### src/rtl/mer_pkg.sv
`timescale 1ns / 1ps
// ----------------------------------------------------------------------------
// mer_pkg
// shared constants, command codes and control structs of the midpoint
// ellipse rasterizer
// ----------------------------------------------------------------------------
package mer_pkg;

   localparam int AXIS_BITS_DEF  = 10;
   localparam int COORD_BITS_DEF = 12;
   localparam int DEC_BITS       = 48;
   localparam int DELTA_BITS     = 32;

   // item operation codes
   localparam logic OP_START   = 1'b0;
   localparam logic OP_ADVANCE = 1'b1;

   // multiplier operand selection
   localparam logic [3:0] MS_NONE    = 4'd0;
   localparam logic [3:0] MS_AA      = 4'd1;
   localparam logic [3:0] MS_BB      = 4'd2;
   localparam logic [3:0] MS_ASQ_B   = 4'd3;
   localparam logic [3:0] MS_TT      = 4'd4;
   localparam logic [3:0] MS_BSQ_P   = 4'd5;
   localparam logic [3:0] MS_YY      = 4'd6;
   localparam logic [3:0] MS_ASQ_P   = 4'd7;
   localparam logic [3:0] MS_ASQ_BSQ = 4'd8;

   // datapath register actions
   localparam logic [3:0] ACT_NONE     = 4'd0;
   localparam logic [3:0] ACT_LOAD     = 4'd1;
   localparam logic [3:0] ACT_ASQ      = 4'd2;
   localparam logic [3:0] ACT_BSQ      = 4'd3;
   localparam logic [3:0] ACT_INIT     = 4'd4;
   localparam logic [3:0] ACT_ACC_LOAD = 4'd5;
   localparam logic [3:0] ACT_ACC_ADD4 = 4'd6;
   localparam logic [3:0] ACT_ACC_SUB4 = 4'd7;
   localparam logic [3:0] ACT_DEC_DIV  = 4'd8;
   localparam logic [3:0] ACT_R1       = 4'd9;
   localparam logic [3:0] ACT_R2       = 4'd10;

   typedef struct packed {
      logic [3:0] mul_sel;
      logic [3:0] act;
      logic       emit;
   } mer_cmd_type;

   typedef struct packed {
      logic dx_lt_dy;
      logic y_zero;
      logic out_room;
   } mer_status_type;

endpackage

### src/rtl/mer_req_if.sv
`timescale 1ns / 1ps
// ----------------------------------------------------------------------------
// mer_req_if
// request channel: start or advance beats with axes and centre
// ----------------------------------------------------------------------------
interface mer_req_if #(
   parameter int AXIS_BITS  = mer_pkg::AXIS_BITS_DEF,
   parameter int COORD_BITS = mer_pkg::COORD_BITS_DEF
);
   logic                         valid;
   logic                         ready;
   logic                         op;
   logic        [AXIS_BITS-1:0]  semi_axis_a;
   logic        [AXIS_BITS-1:0]  semi_axis_b;
   logic signed [COORD_BITS-1:0] center_x;
   logic signed [COORD_BITS-1:0] center_y;

   modport source (
      output valid, op, semi_axis_a, semi_axis_b, center_x, center_y,
      input  ready
   );
   modport sink (
      input  valid, op, semi_axis_a, semi_axis_b, center_x, center_y,
      output ready
   );
endinterface

### src/rtl/mer_rsp_if.sv
`timescale 1ns / 1ps
// ----------------------------------------------------------------------------
// mer_rsp_if
// response channel: one beat of four mirrored coordinates per point set
// ----------------------------------------------------------------------------
interface mer_rsp_if #(
   parameter int COORD_BITS = mer_pkg::COORD_BITS_DEF
);
   logic                       valid;
   logic                       ready;
   logic signed [COORD_BITS:0] x_right;
   logic signed [COORD_BITS:0] x_left;
   logic signed [COORD_BITS:0] y_top;
   logic signed [COORD_BITS:0] y_bottom;
   logic                       last;

   modport source (
      output valid, x_right, x_left, y_top, y_bottom, last,
      input  ready
   );
   modport sink (
      input  valid, x_right, x_left, y_top, y_bottom, last,
      output ready
   );
endinterface

### src/rtl/mer_dp.sv
`timescale 1ns / 1ps
// ----------------------------------------------------------------------------
// mer_dp
// datapath: shared multiplier, step arithmetic, decision accumulator and
// output register
// ----------------------------------------------------------------------------
module mer_dp #(
   parameter int AXIS_BITS  = mer_pkg::AXIS_BITS_DEF,
   parameter int COORD_BITS = mer_pkg::COORD_BITS_DEF
) (
   input  logic                         clock,
   input  logic                         reset,
   input  mer_pkg::mer_cmd_type         cmd,
   output mer_pkg::mer_status_type      status,
   input  logic        [AXIS_BITS-1:0]  semi_axis_a,
   input  logic        [AXIS_BITS-1:0]  semi_axis_b,
   input  logic signed [COORD_BITS-1:0] center_x,
   input  logic signed [COORD_BITS-1:0] center_y,
   input  logic                         rsp_ready,
   output logic                         rsp_valid,
   output logic signed [COORD_BITS:0]   x_right,
   output logic signed [COORD_BITS:0]   x_left,
   output logic signed [COORD_BITS:0]   y_top,
   output logic signed [COORD_BITS:0]   y_bottom,
   output logic                         last
);

   localparam int SQ_W  = 2 * AXIS_BITS;
   localparam int MUL_W = 2 * AXIS_BITS + 2;
   localparam int OUT_W = COORD_BITS + 1;
   localparam int SUM_W = ((AXIS_BITS > COORD_BITS) ? AXIS_BITS : COORD_BITS) + 2;
   localparam int DEC_W = mer_pkg::DEC_BITS;
   localparam int DLT_W = mer_pkg::DELTA_BITS;

   logic        [AXIS_BITS-1:0]  a_ff, a_in;
   logic        [AXIS_BITS-1:0]  x_ff, x_in;
   logic        [AXIS_BITS-1:0]  y_ff, y_in;
   logic        [SQ_W-1:0]       a_sq_ff, a_sq_in;
   logic        [SQ_W-1:0]       b_sq_ff, b_sq_in;
   logic        [DLT_W-1:0]      dx_ff, dx_in;
   logic        [DLT_W-1:0]      dy_ff, dy_in;
   logic        [DEC_W-1:0]      dec_ff, dec_in;
   logic        [DEC_W-1:0]      acc_ff, acc_in;
   logic        [DEC_W-1:0]      prod_ff, prod_in;
   logic signed [COORD_BITS-1:0] cx_ff, cx_in;
   logic signed [COORD_BITS-1:0] cy_ff, cy_in;

   logic                         rsp_valid_ff, rsp_valid_in;
   logic        [OUT_W-1:0]      xr_ff, xl_ff, yt_ff, yb_ff;
   logic                         last_ff;

   logic        [MUL_W-1:0]      mul_a, mul_b;
   logic        [2*MUL_W-1:0]    mul_full;
   logic        [AXIS_BITS-1:0]  x_inc, y_dec, y_mag;
   logic        [AXIS_BITS:0]    t_odd;
   logic        [DLT_W-1:0]      dx_step, dy_step;
   logic        [DEC_W-1:0]      acc_adj;
   logic                         dec_neg, dec_pos;
   logic        [SUM_W-1:0]      cx_ext, cy_ext, x_ext, y_ext;

   // shared multiplier operands
   assign t_odd = {x_ff, 1'b1};
   assign y_mag = (y_ff == '0) ? AXIS_BITS'(1) : (y_ff - AXIS_BITS'(1));

   always_comb begin
      case (cmd.mul_sel)
         mer_pkg::MS_AA: begin
            mul_a = MUL_W'(a_ff);
            mul_b = MUL_W'(a_ff);
         end
         mer_pkg::MS_BB: begin
            mul_a = MUL_W'(y_ff);
            mul_b = MUL_W'(y_ff);
         end
         mer_pkg::MS_ASQ_B: begin
            mul_a = MUL_W'(a_sq_ff);
            mul_b = MUL_W'(y_ff);
         end
         mer_pkg::MS_TT: begin
            mul_a = MUL_W'(t_odd);
            mul_b = MUL_W'(t_odd);
         end
         mer_pkg::MS_BSQ_P: begin
            mul_a = MUL_W'(b_sq_ff);
            mul_b = prod_ff[MUL_W-1:0];
         end
         mer_pkg::MS_YY: begin
            mul_a = MUL_W'(y_mag);
            mul_b = MUL_W'(y_mag);
         end
         mer_pkg::MS_ASQ_P: begin
            mul_a = MUL_W'(a_sq_ff);
            mul_b = prod_ff[MUL_W-1:0];
         end
         mer_pkg::MS_ASQ_BSQ: begin
            mul_a = MUL_W'(a_sq_ff);
            mul_b = MUL_W'(b_sq_ff);
         end
         default: begin
            mul_a = '0;
            mul_b = '0;
         end
      endcase
   end

   assign mul_full = mul_a * mul_b;
   assign prod_in  = DEC_W'(mul_full);

   // step arithmetic
   assign x_inc   = (x_ff == '1) ? x_ff : (x_ff + AXIS_BITS'(1));
   assign y_dec   = y_ff - AXIS_BITS'(1);
   assign dx_step = dx_ff + DLT_W'({b_sq_ff, 1'b0});
   assign dy_step = dy_ff - DLT_W'({a_sq_ff, 1'b0});
   assign dec_neg = dec_ff[DEC_W-1];
   assign dec_pos = !dec_ff[DEC_W-1] && (dec_ff != '0);
   assign acc_adj = acc_ff + DEC_W'({acc_ff[DEC_W-1], acc_ff[DEC_W-1]});

   always_comb begin
      a_in    = a_ff;
      x_in    = x_ff;
      y_in    = y_ff;
      a_sq_in = a_sq_ff;
      b_sq_in = b_sq_ff;
      dx_in   = dx_ff;
      dy_in   = dy_ff;
      dec_in  = dec_ff;
      acc_in  = acc_ff;
      cx_in   = cx_ff;
      cy_in   = cy_ff;
      case (cmd.act)
         mer_pkg::ACT_LOAD: begin
            a_in  = semi_axis_a;
            y_in  = semi_axis_b;
            x_in  = '0;
            dx_in = '0;
            cx_in = center_x;
            cy_in = center_y;
         end
         mer_pkg::ACT_ASQ: a_sq_in = prod_ff[SQ_W-1:0];
         mer_pkg::ACT_BSQ: b_sq_in = prod_ff[SQ_W-1:0];
         mer_pkg::ACT_INIT: begin
            dy_in  = DLT_W'({prod_ff, 1'b0});
            dec_in = DEC_W'(b_sq_ff) - prod_ff + DEC_W'(a_sq_ff >> 2);
         end
         mer_pkg::ACT_ACC_LOAD: acc_in = prod_ff;
         mer_pkg::ACT_ACC_ADD4: acc_in = acc_ff + DEC_W'({prod_ff, 2'b00});
         mer_pkg::ACT_ACC_SUB4: acc_in = acc_ff - DEC_W'({prod_ff, 2'b00});
         // quotient by four, rounded toward zero
         mer_pkg::ACT_DEC_DIV: dec_in = {{2{acc_adj[DEC_W-1]}}, acc_adj[DEC_W-1:2]};
         mer_pkg::ACT_R1: begin
            x_in  = x_inc;
            dx_in = dx_step;
            if (dec_neg) begin
               dec_in = dec_ff + DEC_W'(b_sq_ff) + DEC_W'(dx_step);
            end else begin
               y_in   = y_dec;
               dy_in  = dy_step;
               dec_in = dec_ff + DEC_W'(b_sq_ff) + DEC_W'(dx_step) - DEC_W'(dy_step);
            end
         end
         mer_pkg::ACT_R2: begin
            y_in  = y_dec;
            dy_in = dy_step;
            if (dec_pos) begin
               dec_in = dec_ff + DEC_W'(a_sq_ff) - DEC_W'(dy_step);
            end else begin
               x_in   = x_inc;
               dx_in  = dx_step;
               dec_in = dec_ff + DEC_W'(a_sq_ff) - DEC_W'(dy_step) + DEC_W'(dx_step);
            end
         end
         default: begin
            acc_in = acc_ff;
         end
      endcase
   end

   always_ff @(posedge clock) begin
      a_ff    <= a_in;
      x_ff    <= x_in;
      y_ff    <= y_in;
      a_sq_ff <= a_sq_in;
      b_sq_ff <= b_sq_in;
      dx_ff   <= dx_in;
      dy_ff   <= dy_in;
      dec_ff  <= dec_in;
      acc_ff  <= acc_in;
      prod_ff <= prod_in;
      cx_ff   <= cx_in;
      cy_ff   <= cy_in;
   end

   // mirrored coordinates and output register
   assign cx_ext = {{(SUM_W-COORD_BITS){cx_ff[COORD_BITS-1]}}, cx_ff};
   assign cy_ext = {{(SUM_W-COORD_BITS){cy_ff[COORD_BITS-1]}}, cy_ff};
   assign x_ext  = SUM_W'(x_ff);
   assign y_ext  = SUM_W'(y_ff);

   assign rsp_valid_in = cmd.emit || (rsp_valid_ff && !rsp_ready);

   always_ff @(posedge clock) begin
      if (reset) begin
         rsp_valid_ff <= 1'b0;
      end else begin
         rsp_valid_ff <= rsp_valid_in;
      end
   end

   always_ff @(posedge clock) begin
      if (cmd.emit) begin
         xr_ff   <= OUT_W'(cx_ext + x_ext);
         xl_ff   <= OUT_W'(cx_ext - x_ext);
         yt_ff   <= OUT_W'(cy_ext + y_ext);
         yb_ff   <= OUT_W'(cy_ext - y_ext);
         last_ff <= (y_ff == '0);
      end
   end

   assign rsp_valid = rsp_valid_ff;
   assign x_right   = xr_ff;
   assign x_left    = xl_ff;
   assign y_top     = yt_ff;
   assign y_bottom  = yb_ff;
   assign last      = last_ff;

   assign status.dx_lt_dy = (dx_ff < dy_ff);
   assign status.y_zero   = (y_ff == '0);
   assign status.out_room = !rsp_valid_ff || rsp_ready;

endmodule

### src/rtl/mer_ctrl.sv
`timescale 1ns / 1ps
// ----------------------------------------------------------------------------
// mer_ctrl
// sequencer: start set-up, region steps, region switch and beat hand-off
// ----------------------------------------------------------------------------
module mer_ctrl (
   input  logic                    clock,
   input  logic                    reset,
   input  logic                    req_valid,
   input  logic                    req_op,
   output logic                    req_ready,
   output mer_pkg::mer_cmd_type    cmd,
   input  mer_pkg::mer_status_type status
);

   localparam logic [3:0] S_IDLE = 4'd0;
   localparam logic [3:0] S_SA   = 4'd1;
   localparam logic [3:0] S_SB   = 4'd2;
   localparam logic [3:0] S_SC   = 4'd3;
   localparam logic [3:0] S_SD   = 4'd4;
   localparam logic [3:0] S_R1   = 4'd5;
   localparam logic [3:0] S_W0   = 4'd6;
   localparam logic [3:0] S_W1   = 4'd7;
   localparam logic [3:0] S_W2   = 4'd8;
   localparam logic [3:0] S_W3   = 4'd9;
   localparam logic [3:0] S_W4   = 4'd10;
   localparam logic [3:0] S_W5   = 4'd11;
   localparam logic [3:0] S_W6   = 4'd12;
   localparam logic [3:0] S_R2   = 4'd13;
   localparam logic [3:0] S_EMIT = 4'd14;

   localparam logic [1:0] PH_DONE = 2'd0;
   localparam logic [1:0] PH_R1   = 2'd1;
   localparam logic [1:0] PH_R2   = 2'd2;

   logic [3:0] state_ff, state_in;
   logic [1:0] phase_ff, phase_in;

   assign req_ready = (state_ff == S_IDLE);

   always_comb begin
      state_in    = state_ff;
      phase_in    = phase_ff;
      cmd.mul_sel = mer_pkg::MS_NONE;
      cmd.act     = mer_pkg::ACT_NONE;
      cmd.emit    = 1'b0;
      case (state_ff)
         S_IDLE: begin
            if (req_valid) begin
               if (req_op == mer_pkg::OP_START) begin
                  cmd.act  = mer_pkg::ACT_LOAD;
                  phase_in = PH_R1;
                  state_in = S_SA;
               end else begin
                  case (phase_ff)
                     PH_R1: begin
                        if (status.dx_lt_dy) begin
                           state_in = S_R1;
                        end else begin
                           phase_in = PH_R2;
                           state_in = S_W0;
                        end
                     end
                     PH_R2: begin
                        if (status.y_zero) begin
                           phase_in = PH_DONE;
                        end else begin
                           state_in = S_R2;
                        end
                     end
                     default: begin
                        phase_in = PH_DONE;
                     end
                  endcase
               end
            end
         end
         S_SA: begin
            cmd.mul_sel = mer_pkg::MS_AA;
            state_in    = S_SB;
         end
         S_SB: begin
            cmd.mul_sel = mer_pkg::MS_BB;
            cmd.act     = mer_pkg::ACT_ASQ;
            state_in    = S_SC;
         end
         S_SC: begin
            cmd.mul_sel = mer_pkg::MS_ASQ_B;
            cmd.act     = mer_pkg::ACT_BSQ;
            state_in    = S_SD;
         end
         S_SD: begin
            cmd.act  = mer_pkg::ACT_INIT;
            state_in = S_EMIT;
         end
         S_R1: begin
            cmd.act  = mer_pkg::ACT_R1;
            state_in = S_EMIT;
         end
         S_W0: begin
            cmd.mul_sel = mer_pkg::MS_TT;
            state_in    = S_W1;
         end
         S_W1: begin
            cmd.mul_sel = mer_pkg::MS_BSQ_P;
            state_in    = S_W2;
         end
         S_W2: begin
            cmd.mul_sel = mer_pkg::MS_YY;
            cmd.act     = mer_pkg::ACT_ACC_LOAD;
            state_in    = S_W3;
         end
         S_W3: begin
            cmd.mul_sel = mer_pkg::MS_ASQ_P;
            state_in    = S_W4;
         end
         S_W4: begin
            cmd.mul_sel = mer_pkg::MS_ASQ_BSQ;
            cmd.act     = mer_pkg::ACT_ACC_ADD4;
            state_in    = S_W5;
         end
         S_W5: begin
            cmd.act  = mer_pkg::ACT_ACC_SUB4;
            state_in = S_W6;
         end
         S_W6: begin
            cmd.act = mer_pkg::ACT_DEC_DIV;
            if (status.y_zero) begin
               phase_in = PH_DONE;
               state_in = S_IDLE;
            end else begin
               state_in = S_R2;
            end
         end
         S_R2: begin
            cmd.act  = mer_pkg::ACT_R2;
            state_in = S_EMIT;
         end
         S_EMIT: begin
            if (status.out_room) begin
               cmd.emit = 1'b1;
               state_in = S_IDLE;
               if (status.y_zero) begin
                  phase_in = PH_DONE;
               end
            end
         end
         default: begin
            state_in = S_IDLE;
         end
      endcase
   end

   always_ff @(posedge clock) begin
      if (reset) begin
         state_ff <= S_IDLE;
         phase_ff <= PH_DONE;
      end else begin
         state_ff <= state_in;
         phase_ff <= phase_in;
      end
   end

   a_start_setup: assert property (@(posedge clock) disable iff (reset)
      (req_valid && req_ready && req_op == mer_pkg::OP_START)
      |=> (state_ff == S_SA && phase_ff == PH_R1))
      else $error("start beat did not enter set-up in region 1");

   a_last_ends: assert property (@(posedge clock) disable iff (reset)
      (cmd.emit && status.y_zero) |=> (phase_ff == PH_DONE))
      else $error("point set with zero y offset did not end the ellipse");

   a_r1_phase: assert property (@(posedge clock) disable iff (reset)
      (state_ff == S_R1) |-> (phase_ff == PH_R1))
      else $error("region 1 step outside region 1");

   a_r2_phase: assert property (@(posedge clock) disable iff (reset)
      (state_ff == S_R2) |-> (phase_ff == PH_R2 && !status.y_zero))
      else $error("region 2 step outside region 2 or at zero y");

endmodule

### src/rtl/midpoint_ellipse_rasterizer_core.sv
`timescale 1ns / 1ps
// ----------------------------------------------------------------------------
// midpoint_ellipse_rasterizer_core
// midpoint ellipse rasterizer with four-way symmetry: start beats set up
// the squares and decision term, advance beats step region 1 or region 2
// ----------------------------------------------------------------------------
// sequence: start runs set-up states SA to SD, region 1 step R1, region 2
//   step R2, region switch W0 to W6 then R2, each then EMIT; the set-up and
//   switch lengths come from the single shared multiplier, one product per cycle
// throughput: one item at a time; an advance with nothing to emit gives no
//   response beat; the next request is taken while a response beat waits
// reset: synchronous, clears the sequencer to idle with no ellipse active
// ----------------------------------------------------------------------------
module midpoint_ellipse_rasterizer_core #(
   parameter int AXIS_BITS  = mer_pkg::AXIS_BITS_DEF,
   parameter int COORD_BITS = mer_pkg::COORD_BITS_DEF
) (
   input logic         clock,
   input logic         reset,
   mer_req_if.sink     req_chan,
   mer_rsp_if.source   rsp_chan
);

   mer_pkg::mer_cmd_type    cmd;
   mer_pkg::mer_status_type status;
   logic                    req_ready;

   assign req_chan.ready = req_ready;

   mer_ctrl u_ctrl (
      .clock     (clock),
      .reset     (reset),
      .req_valid (req_chan.valid),
      .req_op    (req_chan.op),
      .req_ready (req_ready),
      .cmd       (cmd),
      .status    (status)
   );

   mer_dp #(
      .AXIS_BITS  (AXIS_BITS),
      .COORD_BITS (COORD_BITS)
   ) u_dp (
      .clock       (clock),
      .reset       (reset),
      .cmd         (cmd),
      .status      (status),
      .semi_axis_a (req_chan.semi_axis_a),
      .semi_axis_b (req_chan.semi_axis_b),
      .center_x    (req_chan.center_x),
      .center_y    (req_chan.center_y),
      .rsp_ready   (rsp_chan.ready),
      .rsp_valid   (rsp_chan.valid),
      .x_right     (rsp_chan.x_right),
      .x_left      (rsp_chan.x_left),
      .y_top       (rsp_chan.y_top),
      .y_bottom    (rsp_chan.y_bottom),
      .last        (rsp_chan.last)
   );

endmodule
### src/flat_wrapper.sv
// flat-port wrapper written by rule: the top's interface ports become plain ports
module midpoint_ellipse_rasterizer_core_flat 
#(
   parameter int AXIS_BITS  = mer_pkg::AXIS_BITS_DEF,
   parameter int COORD_BITS = mer_pkg::COORD_BITS_DEF
)
  (clock, reset, req_chan_valid, req_chan_op, req_chan_semi_axis_a, req_chan_semi_axis_b, req_chan_center_x, req_chan_center_y, req_chan_ready, rsp_chan_valid, rsp_chan_x_right, rsp_chan_x_left, rsp_chan_y_top, rsp_chan_y_bottom, rsp_chan_last, rsp_chan_ready);
  mer_req_if #(.AXIS_BITS(AXIS_BITS), .COORD_BITS(COORD_BITS)) req_chan_i ();
  mer_rsp_if #(.COORD_BITS(COORD_BITS)) rsp_chan_i ();
  input logic clock;
  input logic reset;
  input wire logic [$bits(req_chan_i.valid)-1:0] req_chan_valid;
  input wire logic [$bits(req_chan_i.op)-1:0] req_chan_op;
  input wire logic [$bits(req_chan_i.semi_axis_a)-1:0] req_chan_semi_axis_a;
  input wire logic [$bits(req_chan_i.semi_axis_b)-1:0] req_chan_semi_axis_b;
  input wire logic [$bits(req_chan_i.center_x)-1:0] req_chan_center_x;
  input wire logic [$bits(req_chan_i.center_y)-1:0] req_chan_center_y;
  output wire logic [$bits(req_chan_i.ready)-1:0] req_chan_ready;
  output wire logic [$bits(rsp_chan_i.valid)-1:0] rsp_chan_valid;
  output wire logic [$bits(rsp_chan_i.x_right)-1:0] rsp_chan_x_right;
  output wire logic [$bits(rsp_chan_i.x_left)-1:0] rsp_chan_x_left;
  output wire logic [$bits(rsp_chan_i.y_top)-1:0] rsp_chan_y_top;
  output wire logic [$bits(rsp_chan_i.y_bottom)-1:0] rsp_chan_y_bottom;
  output wire logic [$bits(rsp_chan_i.last)-1:0] rsp_chan_last;
  input wire logic [$bits(rsp_chan_i.ready)-1:0] rsp_chan_ready;
  assign req_chan_i.valid = req_chan_valid;
  assign req_chan_i.op = req_chan_op;
  assign req_chan_i.semi_axis_a = req_chan_semi_axis_a;
  assign req_chan_i.semi_axis_b = req_chan_semi_axis_b;
  assign req_chan_i.center_x = req_chan_center_x;
  assign req_chan_i.center_y = req_chan_center_y;
  assign req_chan_ready = req_chan_i.ready;
  assign rsp_chan_valid = rsp_chan_i.valid;
  assign rsp_chan_x_right = rsp_chan_i.x_right;
  assign rsp_chan_x_left = rsp_chan_i.x_left;
  assign rsp_chan_y_top = rsp_chan_i.y_top;
  assign rsp_chan_y_bottom = rsp_chan_i.y_bottom;
  assign rsp_chan_last = rsp_chan_i.last;
  assign rsp_chan_i.ready = rsp_chan_ready;
  midpoint_ellipse_rasterizer_core #(.AXIS_BITS(AXIS_BITS), .COORD_BITS(COORD_BITS)) u_core (.clock(clock), .reset(reset), .req_chan(req_chan_i), .rsp_chan(rsp_chan_i));
endmodule
### config.mk
export PLATFORM = sky130hd
export DESIGN_NAME = midpoint_ellipse_rasterizer_core_flat
export DESIGN_NICKNAME = d
export VERILOG_FILES = /design/src/rtl/mer_pkg.sv /design/src/rtl/mer_req_if.sv /design/src/rtl/mer_rsp_if.sv /design/src/rtl/mer_dp.sv /design/src/rtl/mer_ctrl.sv /design/src/rtl/midpoint_ellipse_rasterizer_core.sv /design/src/flat_wrapper.sv
export SDC_FILE = /design/constraint.sdc
export NUM_CORES = 2
export LEC_CHECK = 0
export BUFFER_PORTS_ARGS = -buffer_cell sky130_fd_sc_hd__buf_2
export CAP_MARGIN = 20
export CORE_ASPECT_RATIO = 1.4
export CORE_UTILIZATION = 47
export CTS_BUF_LIST = sky130_fd_sc_hd__clkbuf_8
export DETAILED_ROUTE_END_ITERATION = 12
export PLACE_DENSITY_LB_ADDON = 0.3
export SYNTH_ARGS = -nofsm -noshare
export SYNTH_HDL_FRONTEND = slang
export SYNTH_HIERARCHICAL = 1
export SYNTH_SLANG_ARGS = --single-unit
export TNS_END_PERCENT = 20
### constraint.sdc
create_clock -name clock -period 23.1 [get_ports clock]
set_input_delay 4.62 -clock clock [delete_from_list [all_inputs] [get_ports clock]]
set_output_delay 4.62 -clock clock [all_outputs]
set_load 0.01 [all_outputs]
==> flow_summary.json <==
{
  "hold_class": "reg -> reg",
  "violations": "design-rule violations",
  "max_freq_mhz": 90.08,
  "hold_viol": 0,
  "grt_max_degree": 84,
  "timing.hold.ws_ns": 0.5253,
  "areaGrowthSynthToFinish_pct": 7.351,
  "die_height_um": 392.8,
  "drv_slew": 0,
  "worst_path_most_repeated_cell": "inv_1",
  "drtAntennaViolNets": 0,
  "tns_ns": 0,
  "dp_hpwl_um": 156600,
  "cts_tree": "built",
  "layout_common_cells": "inv_1 (766), nand2_1 (576), ha_1 (546)",
  "maxCapViolations": 0,
  "core_area_um2": 108400,
  "synth_top_cell_by_area": "edfxtp_1",
  "nets": 7084,
  "drt_iter0_markers": 3858,
  "start_kind": "flip-flop",
  "synthArstFlopShare": 0,
  "post_cts_resize_count": 0,
  "clkLatencyLatePin_ns": 0.78,
  "grt.total_usage": 0.3535,
  "finalCritPeriodShare": 0.4806,
  "crit_family": "adder cells",
  "synth_top_cell_area_share": 0.1774,
  "yosysSeqAreaShare": 0.1973,
  "arrival_ns": 11.71,
  "synthFlopType": "edfxtp_1",
  "ys_types": 106,
  "route.detailed.drc": 6,
  "io_buffers": 103,
  "die_w_um": 281.2,
  "holdBufCountCts": 0,
  "cts_max_path_buffers": 3,
  "drtPass1Iterations": 11,
  "place.gp.congestion": 1.077,
  "slowest_stage": "dfxtp_1",
  "clockRootBuffer": "clkbuf_8",
  "maxSlewHeadroom": 0.1154,
  "synthCells": 6014,
  "via_per_inst": 6.140,
  "final_common_cell": "inv_1",
  "crit_path_end_kind": "flip-flop",
  "yosys-top-cells-area": "edfxtp_1 (18%), fa_1 (16%), ha_1 (13%)",
  "grt_pass1_wl_um": 286700,
  "dieArea_um2": 110500,
  "cts_sinks": 354,
  "setup_viol": 0,
  "skew_ns": 0.06848,
  "vias": 46602,
  "crit_buf_inv": 10,
  "grt_antenna_before_repair": 6,
  "tightestPinTransition_ns": 1.327,
  "io_pins": 104,
  "rsz0062_at_grt": "false",
  "fin_crit_ns": 11.10,
  "htree_levels": 3,
  "grt_pass1_vias": 46728,
  "critPathMaxFanout": 31,
  "post_cts_buffers": 0,
  "required_ns": 23.71,
  "fillCellCount": 10551,
  "wl_per_cell_um": 25.75,
  "synth_warnings": 6,
  "synth_area_um2": 51280,
  "synth_edf_count": 303,
  "drive_gt1_frac": 0.06781,
  "start_util": 0.4730,
  "syn_avg_cell_area_um2": 8.527,
  "overflow": 0,
  "worst-setup-path-type": "reg -> reg",
  "ys_ff_latch": 354,
  "status": "complete, but fails checks",
  "wl_um": 195500,
  "path_clk_slew_ns": 0.06,
  "numCtsBuffers": 68,
  "placementRows": 143,
  "syn-num-nets": 7017,
  "critPathMaxStageDelay_ns": 0.75
}
[cells by family (layout without fill, tap and decap cells)]
| kind of cell | after synthesis | in the layout | synth area share |
|---|---|---|---|
| and+or+nand+nor | 1835 | 1835 | 0.1718 |
| AOI/OAI and AO/OA | 1401 | 1401 | 0.1788 |
| buffers and inverters | 962 | 1083 | 0.07173 |
| adders and majority gates | 954 | 954 | 0.2925 |
| xor gates and xnor gates | 471 | 471 | 0.08044 |
| DFF | 354 | 354 | 0.1973 |
| muxes | 37 | 37 | 0.007393 |
| other | 0 | 5 | 0 |
[cell usage after synthesis, types with 41 or more instances]
cell	n
inv_1	754
nand2_1	578
ha_1	546
nor2_1	515
fa_1	408
a21oi_1	373
xnor2_1	307
o21ai_0	304
edfxtp_1	303
clkbuf_1	176
xor2_1	164
a21o_1	151
nand3_1	107
nor3_1	98
nand2b_1	71
nor2b_1	69
o21a_1	67
and2_1	65
nand4_1	57
and3_1	56
dfxtp_1	51
o21bai_1	50
a22oi_1	47
a211oi_1	46
nor4_1	41
o211ai_1	41
[state kept, by name, indices dropped and copies added (netlist names), 20 cells and up]
name,flops
u_core/u_dp/acc_ff,48
u_core/u_dp/dec_ff,48
u_core/u_dp/prod_ff,44
u_core/u_dp/dx_ff,31
u_core/u_dp/dy_ff,31
u_core/u_dp/a_sq_ff,20
u_core/u_dp/b_sq_ff,20
[final timing paths]
path | startpoint | endpoint | slack [ns] | cells after the start
max | u_core/u_ctrl/state_ff[1] | u_core/u_dp/prod_ff[43] | 12.00 | 36
min | u_core/u_ctrl/phase_ff[0] | u_core/u_ctrl/phase_ff[0] | 0.53 | 1
max reg2reg | u_core/u_ctrl/state_ff[1] | u_core/u_dp/prod_ff[43] | 12.00 | 36
min reg2reg | u_core/u_ctrl/phase_ff[0] | u_core/u_ctrl/phase_ff[0] | 0.53 | 1
[stage by stage]
step / cell area (um2) / utilization / cells / setup WS [ns]
after CTS: 55010 / 0.5073 / 7582 / 12.13
after floorplan: 51280 / - / 6014 / 12.74
final: 55050 / 0.5077 / 7590 / 12.00
after global placement: 53630 / 0.4947 / 7458 / 12.29
after global routing: 55040 / 0.5076 / 7586 / 11.39
after detailed placement: 53630 / 0.4947 / 7458 / 12.15
[area by class of cell]
cell class | instances | area (um2) | area share
multi-input cells | 4698 | 37620 | 0.6833
flip-flops and latches | 354 | 10120 | 0.1838
inverters | 756 | 2838 | 0.05155
well taps | 1450 | 1814 | 0.03296
repair buffers | 203 | 1275 | 0.02316
clock buffers | 76 | 1046 | 0.01900
clock inverters | 48 | 327.8 | 0.005955
diodes | 5 | 12.51 | 0.0002273
[metal layers]
metal  global-route usage  routed length (um)
met5                    0                  44
met4               0.3821               24810
met3              0.06927               14020
met2               0.5918               91830
met1               0.3525               64760
Power is not shown: default switching activity piles up to over one toggle a cycle in this logic, so the estimate is an artifact.
